<file path="src/design/sfd_pkg.sv">
// shared constants and types for the slip frame decoder
package sfd_pkg;

    localparam int FRAME_DEPTH_DEFAULT = 1024;

    localparam logic [7:0] BYTE_END     = 8'hC0;
    localparam logic [7:0] BYTE_ESC     = 8'hDB;
    localparam logic [7:0] BYTE_ESC_END = 8'hDC;
    localparam logic [7:0] BYTE_ESC_ESC = 8'hDD;

    localparam logic [15:0] ERR_MAX = 16'hFFFF;

    typedef enum logic [2:0] {
        ST_IDLE = 3'b001,
        ST_RECV = 3'b010,
        ST_ESC  = 3'b100
    } state_t;

    typedef struct packed {
        logic        data_valid;
        logic [7:0]  data_byte;
        logic [9:0]  data_index;
        logic        frame_done;
        logic [10:0] frame_length;
        logic        bad_escape;
        logic        overflow;
    } result_t;

    typedef struct packed {
        logic [15:0] errors;
        logic [15:0] frames;
        logic [31:0] bytes;
    } counters_t;

endpackage

</file>
<file path="src/design/slip_frame_decoder.sv">
// slip receive decoder top level: input register, decode state and result register
//
// Decodes SLIP framing one line byte per item and accepts a new item every
// cycle while in_stall is low. An item is held in the input register, is
// decoded there against the current state and lands in the result register,
// where its result is presented and can be taken when out_stall is low.
// The state, frame position and running counters are updated when an item
// moves into the result register, and the totals shown always belong to the
// item in the result register. in_stall rises only when both the input and
// result registers are full and out_stall is high.
module slip_frame_decoder #(
    parameter int FRAME_DEPTH = sfd_pkg::FRAME_DEPTH_DEFAULT
) (
    input  logic        clk,
    input  logic        rst_n,
    input  logic        in_valid,
    output logic        in_stall,
    input  logic [7:0]  line_byte,
    input  logic        resync,
    output logic        out_valid,
    input  logic        out_stall,
    output logic        data_valid,
    output logic [7:0]  data_byte,
    output logic [9:0]  data_index,
    output logic        frame_done,
    output logic [10:0] frame_length,
    output logic        bad_escape,
    output logic        overflow,
    output logic [15:0] error_total,
    output logic [15:0] frame_total,
    output logic [31:0] byte_total
);

    localparam int PW = $clog2(FRAME_DEPTH + 1);

    logic               s1_valid_reg;
    logic [7:0]         s1_byte_reg;
    logic               s1_resync_reg;
    logic               out_valid_reg;
    sfd_pkg::result_t   res_reg;
    sfd_pkg::result_t   res_next;
    sfd_pkg::state_t    state_reg;
    sfd_pkg::state_t    state_next;
    logic [PW-1:0]      pos_reg;
    logic [PW-1:0]      pos_next;
    sfd_pkg::counters_t cnt_reg;
    sfd_pkg::counters_t cnt_next;
    logic               out_ready;
    logic               advance;
    logic               in_take;

    assign out_ready = !out_valid_reg || !out_stall;
    assign advance   = s1_valid_reg && out_ready;
    assign in_stall  = s1_valid_reg && !out_ready;
    assign in_take   = in_valid && !in_stall;

    sfd_decode #(
        .FRAME_DEPTH (FRAME_DEPTH),
        .PW          (PW)
    ) u_decode (
        .line_byte     (s1_byte_reg),
        .resync        (s1_resync_reg),
        .state         (state_reg),
        .position      (pos_reg),
        .counters      (cnt_reg),
        .state_next    (state_next),
        .position_next (pos_next),
        .counters_next (cnt_next),
        .result        (res_next)
    );

    // control and running state
    always_ff @(posedge clk or negedge rst_n)
    begin
        if (!rst_n)
        begin
            s1_valid_reg  <= 1'b0;
            out_valid_reg <= 1'b0;
            state_reg     <= sfd_pkg::ST_IDLE;
            pos_reg       <= '0;
            cnt_reg       <= '0;
        end
        else
        begin
            if (in_take)
            begin
                s1_valid_reg <= 1'b1;
            end
            else if (advance)
            begin
                s1_valid_reg <= 1'b0;
            end

            if (advance)
            begin
                out_valid_reg <= 1'b1;
                state_reg     <= state_next;
                pos_reg       <= pos_next;
                cnt_reg       <= cnt_next;
            end
            else if (!out_stall)
            begin
                out_valid_reg <= 1'b0;
            end
        end
    end

    // payload
    always_ff @(posedge clk)
    begin
        if (in_take)
        begin
            s1_byte_reg   <= line_byte;
            s1_resync_reg <= resync;
        end
        if (advance)
        begin
            res_reg <= res_next;
        end
    end

    assign out_valid    = out_valid_reg;
    assign data_valid   = res_reg.data_valid;
    assign data_byte    = res_reg.data_byte;
    assign data_index   = res_reg.data_index;
    assign frame_done   = res_reg.frame_done;
    assign frame_length = res_reg.frame_length;
    assign bad_escape   = res_reg.bad_escape;
    assign overflow     = res_reg.overflow;
    assign error_total  = cnt_reg.errors;
    assign frame_total  = cnt_reg.frames;
    assign byte_total   = cnt_reg.bytes;

endmodule

</file>
<file path="src/design/sfd_decode.sv">
// per-item slip decode: next state, next position, next counters and result
module sfd_decode #(
    parameter int FRAME_DEPTH = sfd_pkg::FRAME_DEPTH_DEFAULT,
    parameter int PW          = $clog2(FRAME_DEPTH + 1)
) (
    input  logic [7:0]         line_byte,
    input  logic               resync,
    input  sfd_pkg::state_t    state,
    input  logic [PW-1:0]      position,
    input  sfd_pkg::counters_t counters,
    output sfd_pkg::state_t    state_next,
    output logic [PW-1:0]      position_next,
    output sfd_pkg::counters_t counters_next,
    output sfd_pkg::result_t   result
);

    logic [PW+10:0] pos_wide;
    logic           do_store;
    logic [7:0]     store_byte;
    logic [1:0]     err_inc;
    logic           frame_inc;
    logic           byte_inc;
    logic [16:0]    err_sum;

    assign pos_wide = {11'b0, position};

    always_comb
    begin
        state_next    = state;
        position_next = position;
        result        = '0;
        do_store      = 1'b0;
        store_byte    = line_byte;
        err_inc       = 2'd0;
        frame_inc     = 1'b0;
        byte_inc      = 1'b0;

        if (resync)
        begin
            state_next    = sfd_pkg::ST_IDLE;
            position_next = '0;
        end
        else
        begin
            byte_inc = 1'b1;
            unique case (state)
                sfd_pkg::ST_RECV:
                begin
                    if (line_byte == sfd_pkg::BYTE_END)
                    begin
                        if (position != '0)
                        begin
                            frame_inc           = 1'b1;
                            result.frame_done   = 1'b1;
                            result.frame_length = pos_wide[10:0];
                            state_next          = sfd_pkg::ST_IDLE;
                        end
                    end
                    else if (line_byte == sfd_pkg::BYTE_ESC)
                    begin
                        state_next = sfd_pkg::ST_ESC;
                    end
                    else
                    begin
                        do_store = 1'b1;
                    end
                end
                sfd_pkg::ST_ESC:
                begin
                    state_next = sfd_pkg::ST_RECV;
                    do_store   = 1'b1;
                    if (line_byte == sfd_pkg::BYTE_ESC_END)
                    begin
                        store_byte = sfd_pkg::BYTE_END;
                    end
                    else if (line_byte == sfd_pkg::BYTE_ESC_ESC)
                    begin
                        store_byte = sfd_pkg::BYTE_ESC;
                    end
                    else
                    begin
                        err_inc           = 2'd1;
                        result.bad_escape = 1'b1;
                    end
                end
                default:
                begin
                    state_next = sfd_pkg::ST_IDLE;
                    if (line_byte == sfd_pkg::BYTE_END)
                    begin
                        position_next = '0;
                        state_next    = sfd_pkg::ST_RECV;
                    end
                end
            endcase

            if (do_store)
            begin
                if (position < PW'(FRAME_DEPTH))
                begin
                    result.data_valid = 1'b1;
                    result.data_byte  = store_byte;
                    result.data_index = pos_wide[9:0];
                    position_next     = PW'(position + 1'b1);
                end
                else
                begin
                    err_inc         = err_inc + 2'd1;
                    result.overflow = 1'b1;
                    state_next      = sfd_pkg::ST_IDLE;
                    position_next   = '0;
                end
            end
        end
    end

    // saturating error count, plain wrap for the others
    assign err_sum = {1'b0, counters.errors} + {15'b0, err_inc};

    always_comb
    begin
        counters_next.errors = err_sum[16] ? sfd_pkg::ERR_MAX : err_sum[15:0];
        counters_next.frames = counters.frames + {15'b0, frame_inc};
        counters_next.bytes  = counters.bytes + {31'b0, byte_inc};
    end

endmodule
</file>
<file path="config.mk">
export PLATFORM = sky130hd
export DESIGN_NAME = slip_frame_decoder
export DESIGN_NICKNAME = d
export VERILOG_FILES = /design/src/design/sfd_pkg.sv /design/src/design/slip_frame_decoder.sv /design/src/design/sfd_decode.sv
export SDC_FILE = /design/constraint.sdc
export NUM_CORES = 1
export LEC_CHECK = 0
export BUFFER_PORTS_ARGS = -buffer_cell sky130_fd_sc_hd__buf_4
export CAP_MARGIN = 20
export CORE_MARGIN = 3
export CORE_UTILIZATION = 40
export DETAILED_ROUTE_END_ITERATION = 8
export HOLD_SLACK_MARGIN = 0.15
export PLACE_DENSITY = 0.62
export SYNTH_ARGS = -nofsm -noshare
export SYNTH_HDL_FRONTEND = slang
export SYNTH_SLANG_ARGS = --single-unit
</file>
<file path="constraint.sdc">
create_clock -name clk -period 3.8 [get_ports clk]
set_input_delay 0 -clock clk [delete_from_list [all_inputs] [get_ports clk]]
set_output_delay 0 -clock clk [all_outputs]
set_load 0.005 [all_outputs]
</file>
* Word level (Yosys, flattened, before mapping) *
Cells that the tools add are included.

operators by class
  add/sub/neg operators = 5
  order comparisons = 1
  equality and inequality tests = 8
  mux-type cells = 41
  bitwise gates (word level) = 6
  reductions and logical operators = 18

operators with widths
  kind                                                 number
  two-way mux 11 bit                                   5
  adder 32 x 1 -> 32 bit                               1
  equality test 8 bit, second input constant           4
  two-way mux 8 bit                                    3
  two-way mux 19 bit                                   1
  two-way mux 3 bit                                    6
  adder 16 x 2 -> 17 bit                               1
  adder 16 x 1 -> 16 bit                               1
  two-way mux 16 bit                                   1
  two-way mux 1 bit                                    15
  two-way mux 2 bit                                    7
  two-way mux 12 bit                                   1
  adder 11 x 1 -> 11 bit, second input constant        1
  < comparator 11 bit, second input constant           1
  nonzero test 11 bit                                  1
  OR reduction 3 bit                                   3
  NOT 1 bit                                            6
  one-hot mux 3 bit (2 select lines)                   1
  logical NOT 1 bit                                    4
  OR reduction 2 bit                                   2
  OR reduction 4 bit                                   1
  equality test 3 x 2 -> 1 bit, second input constant  1
  equality test 3 bit, second input constant           1
  logical AND 1 bit                                    3
  8 further kinds                                      8

word-level totals
  register bits after elaboration = 122
  bits of input ports = 13
  output and inout port bits = 99
  logic and storage cells = 95

* Longest topological paths before layout *
  word-level depth = 11
  gate-level depth with buffers = 14
  gate-level depth less buffers = 14

* Cells and area by module *
A second synthesis with hierarchy kept.

second synthesis, totals
  cell total of the unflattened synthesis = 554
  area total of the unflattened synthesis = 6459.9 um^2

by module, submodules not included
  module              times used  cells an instance  area an instance (um^2)  sequential area each (um^2)
  slip_frame_decoder  1           214                4257.8                   3264.4
  sfd_decode          1           340                2202.1                   0.0

* Least setup slack after synthesis *
Ideal clock, no wire load.

  path kind = register to register
  start = register s1_byte_reg[4]
  end = register cnt_reg (netlist bit error_total[13])
  setup time = 0.065 ns
  arrival time = 2.811 ns
  slack = 0.924 ns
  stages on the path, launching flop included = 15
  cells stage by stage = edfxtp_1 > nand4_1 > nor2_1 > nand2_1 > o21a_1 > ha_1 > and3_1 > ha_1 > inv_1 > fa_1 > nand3b_1 > nor3_2 > nand2_1 > nand3_1 > o21a_1

on the way
  longest elaborated chain between the ends = 11

RTL lines
  element                     line                       source
  start: declaration          slip_frame_decoder.sv:37   logic [7:0] s1_byte_reg;
  start signal: assignment    slip_frame_decoder.sv:113  s1_byte_reg <= line_byte;
  equality test 8 bit         sfd_decode.sv:76           else if (line_byte == sfd_pkg::BYTE_ESC_ESC)
  two-way mux 1 bit           sfd_decode.sv:76
  two-way mux 2 bit           sfd_decode.sv:72           if (line_byte == sfd_pkg::BYTE_ESC_END)
  two-way mux 2 bit           sfd_decode.sv:46           unique case (state)
  two-way mux 2 bit           sfd_decode.sv:38           if (resync)
  adder 2 x 1 -> 2 bit        sfd_decode.sv:108          err_inc = err_inc + 2'd1;
  two-way mux 2 bit           sfd_decode.sv:99           if (position < PW'(FRAME_DEPTH))
  two-way mux 2 bit (*)       sfd_decode.sv:97           if (do_store)
  two-way mux 2 bit (*)       sfd_decode.sv:38
  adder 16 x 2 -> 17 bit (*)  sfd_decode.sv:118          assign err_sum = {1'b0, counters.errors} + {15'b0, err_inc};
  two-way mux 16 bit (*)      sfd_decode.sv:122          counters_next.errors = err_sum[16] ? sfd_pkg::ERR_MAX : err_sum[15:0];
  end signal: assignment      slip_frame_decoder.sv:99   cnt_reg <= cnt_next;
  end: declaration            slip_frame_decoder.sv:46   sfd_pkg::counters_t cnt_reg;

Mark *: on every way between the ends. The rest lies on a longest branch, timed or not. The select of a mux whose other input is x is not followed.
A chain may end at the register's enable or synchronous reset.

* Worst setup path after layout *
Ends and elaborated chain as after synthesis.

==> results.md <==
- Total power: about 0.0032 W
- Crit path DAT: approximately 3700 ps
- Initial antenna violation count: 0
- Crit share post-route: about nine tenths
- Crit. End Element: register
- Clock latency on the worst-skew pair: 400 ps
- Routed vias/inst: 5.11
- Post-CTS Resized: 0
- Hold path startpoint: resync
- First-pass GRT wire length: approximately 20000 µm
- Synth Area in Compound Gates: 6.18%
- Cts bufs inserted: 17
- Worst rel slew slack: 57.9%
- Multi-input logic area: 0.00216 mm²
- Post-DRT Antenna Nets: 0
- Area growth syn-to-layout: 30.9%
- Main combinational cell family by area after synthesis: simple AND/OR/NAND/NOR gates
- Power per cell area: around 440 mW/mm²
- Layout cells sized above 1: 27.0%
- Post-Route WL: roughly 12000 µm
- H-tree levels: 4
- Dpl hpwl: 8130 µm
- Unrepaired setup endpoints after global routing: no
- Fin crit period: 3360 ps
- Number of nets in the layout: 622
- Flops & latches, synth: between 100 and 150
- Post-synthesis sequential area ratio: 58.7%
- Synthesized net count: 488
- Die area: 0.0154 mm²
- Fmax: 297 MHz
- Initial Utilization: 41.5%
- Worst Setup SP: s1_byte_reg[4]
- Die Y: 124 µm
- CTS tree: done
- Maximum fanout along the worst path: 10
- Final setup viols: 0
- Sequential Area: 0.00326 mm²
- Placer Congestion: about 0.84
- Top_reg_cell synth: dfrtp_1
- Post-CTS Hold Fix Bufs: 13
- Adder-cell share of the synthesized area: 2.38%
- Warnings, synthesis: 0
- Total grt overflow: 0
- WS Path Type: reg2reg
- Async S/R FF share, synth: 65.6%
- Post-synth EDFFs: 42
- DR vias: ~4000
- Simple-gate share of the synthesized area: 21.7%
- Multiplexer area fraction after synthesis: 0.764%
- Io pins: around 110
- Clock tree buffer depth: 2
- Number of port buffers: around 110
- Clock root buffer: clkbuf_16
- Mapped cell area: 0.00557 mm²
- Total GRT Usage: 16.8%
- # DRC: 0
- DRT iter0 DRCs: 277
- Setup TNS: 0 ps
- Worst slew pin tran: 632 ps
- Placement Rows: 42
- Number of flip-flops under the largest register name: 32
- Post-Route Skew: about 9.6 ps
- Vias in the first global route: 3905
- Fill cells: 1165
- DR pass1 iterations: 4
- Core ar.: between 0.01 and 0.015 mm²
- Largest net degree at the start of global routing: 81
- Outcome: finished, final reports clean
- Startpoint types: register
- Antenna Cells: 0
- Post-CTS repair timing setup buffer count: 0
- Lkg Pwr: 3.42 nW
- Reg2reg start: s1_byte_reg[4]
- Max VDD drop: 242 µV
- Chip width: 124 µm
- Post-synthesis cell type count: 62
- Data required time of the critical path: 4140 ps
- Mapped Avg Cell Area: around 12 µm²
- Post-synthesis cell count: 465
- Hold Violations, Final: 0
- Final Slew Violations: 0
- Max Cap Viol: 0
- Hold Crit Class: in2reg
- Xor/xnor share of the synthesized area: 7.87%
- Wire length per cell: 15.4 µm
- Clock transition at path regs: 50 ps
- Sink Count: 122
==> Yosys cell counts (2+ instances only) <==
| master | number | area, µm² |
|---|---|---|
| mux2_2 | 2 | 22.5 |
| and3_1 | 23 | 144 |
| nand4_1 | 13 | 81.3 |
| and2_1 | 30 | 188 |
| a41oi_1 | 3 | 26.3 |
| a21o_1 | 3 | 22.5 |
| edfxtp_1 | 42 | 1260 |
| clkbuf_1 | 5 | 18.8 |
| nand3_1 | 28 | 140 |
| nand4_2 | 3 | 37.5 |
| nor2b_1 | 2 | 12.5 |
| nor2_1 | 18 | 67.6 |
| a21oi_1 | 4 | 20.0 |
| nand2_1 | 44 | 165 |
| buf_2 | 4 | 20.0 |
| or2_2 | 2 | 12.5 |
| buf_4 | 3 | 22.5 |
| or3_1 | 3 | 18.8 |
| o21ai_0 | 4 | 20.0 |
| o21a_1 | 3 | 22.5 |
| and4_1 | 8 | 70.1 |
| nor4_1 | 10 | 62.6 |
| ha_1 | 9 | 113 |
| dfrtp_1 | 79 | 1980 |
| xnor2_1 | 37 | 324 |
| nor4_2 | 2 | 25.0 |
| xor2_1 | 13 | 114 |
| a211o_1 | 8 | 70.1 |
| mux2i_1 | 2 | 20.0 |
| a31oi_1 | 2 | 12.5 |
| inv_1 | 15 | 56.3 |
| nor3_1 | 11 | 55.1 |
==> cell families after synthesis <==
kind of cell             Yosys count
AO/OA/AOI/OAI                     41
flip-flops                       122
XOR/XNOR                          50
adder cells (fa/ha/maj)           10
AND/OR/NAND/NOR                  208
buffers and inverters             30
multiplexers                       4
==> critical path: stages (launching register included) <==
cell and delay [ps]:
edfxtp_1 440, nand4_1 150, nor2_1 170, nand2_1 90
o21a_1 190, ha_1 260, and3_1 150, ha_1 170
inv_1 60, fa_1 390, nand3b_1 220, nor3_2 410
nand2_1 310, nand3_1 160, o21a_1 120
==> placed cells by master (no fill, tap or decap), types with 3 or more instances in the layout <==
cell	synthesis	final
dlygate4sd3_1	0	14
and4_1	8	8
a21o_1	3	3
a211o_1	8	8
o21a_1	3	3
nand3_1	28	28
nand2_1	44	44
nor4_1	10	10
and2_1	30	30
ha_1	9	9
clkinv_2	0	4
nand4_2	3	3
xnor2_1	37	37
nor3_1	11	11
xor2_1	13	13
dfrtp_1	79	79
or3_1	3	3
clkinv_1	0	3
o21ai_0	4	4
inv_1	15	15
clkbuf_16	0	18
and3_1	23	23
nor2_1	18	18
a41oi_1	3	3
buf_4	3	113
nand4_1	13	13
clkbuf_1	5	3
a21oi_1	4	4
edfxtp_1	42	42
==> metal layers <==
layer	vias to the layer above	share of wire (%)	global-route usage [%]	routed length, µm
met5	-	0	0	0
met4	0	1.2	6.78	145
li1	1946	-	-	-
met1	1961	47	23.0	5660
met3	12	5.5	5.09	666
met2	109	47	25.0	5670
==> final timing paths <==
check / slack, ps / endpoint / depth (start not counted)
min in group asynchronous: 640 / byte_total[8] / 3
max in group asynchronous: 2570 / frame_total[0] / 4
setup / recovery: 440 / error_total[13] / 14
hold reg to reg: 470 / byte_total[31] / 1
hold / removal: 320 / s1_resync_reg / 2
setup reg to reg: 440 / error_total[13] / 14
==> per-stage QoR <==
stage          cell area, µm²  setup WS (ps)  instances  util, %  hold slack (ps)
2_1_floorplan            5570            924        465        -             -296
3_3_place_gp             6560            609        741     49.0              181
3_5_place_dp             6560            474        741     49.0              180
4_1_cts                  7250            436        786     54.1              297
5_1_grt                  7290            141        788     54.4              307
6_report                 7290            438        788     54.4              322
==> power by group <==
group | total, W | switching, W | internal, W
registers | 0.00147 | 0.0000457 | 0.00142
logic | 0.000207 | 0.000104 | 0.000104
clock network | 0.00150 | 0.000540 | 0.000961
total | 0.00317 | 0.000690 | 0.00249
==> layout make-up <==
class / count / area share [%]
Clock buffer: 23 / 6.71
Sequential cell: 122 / 44.8
Tap cell: 176 / 3.02
Timing Repair Buffer: 128 / 13.9
Clock inverter: 9 / 0.944
Multi-Input combinational cell: 313 / 29.7
Inverter: 17 / 0.910
Note: power is estimated with default switching activity, not from simulation.
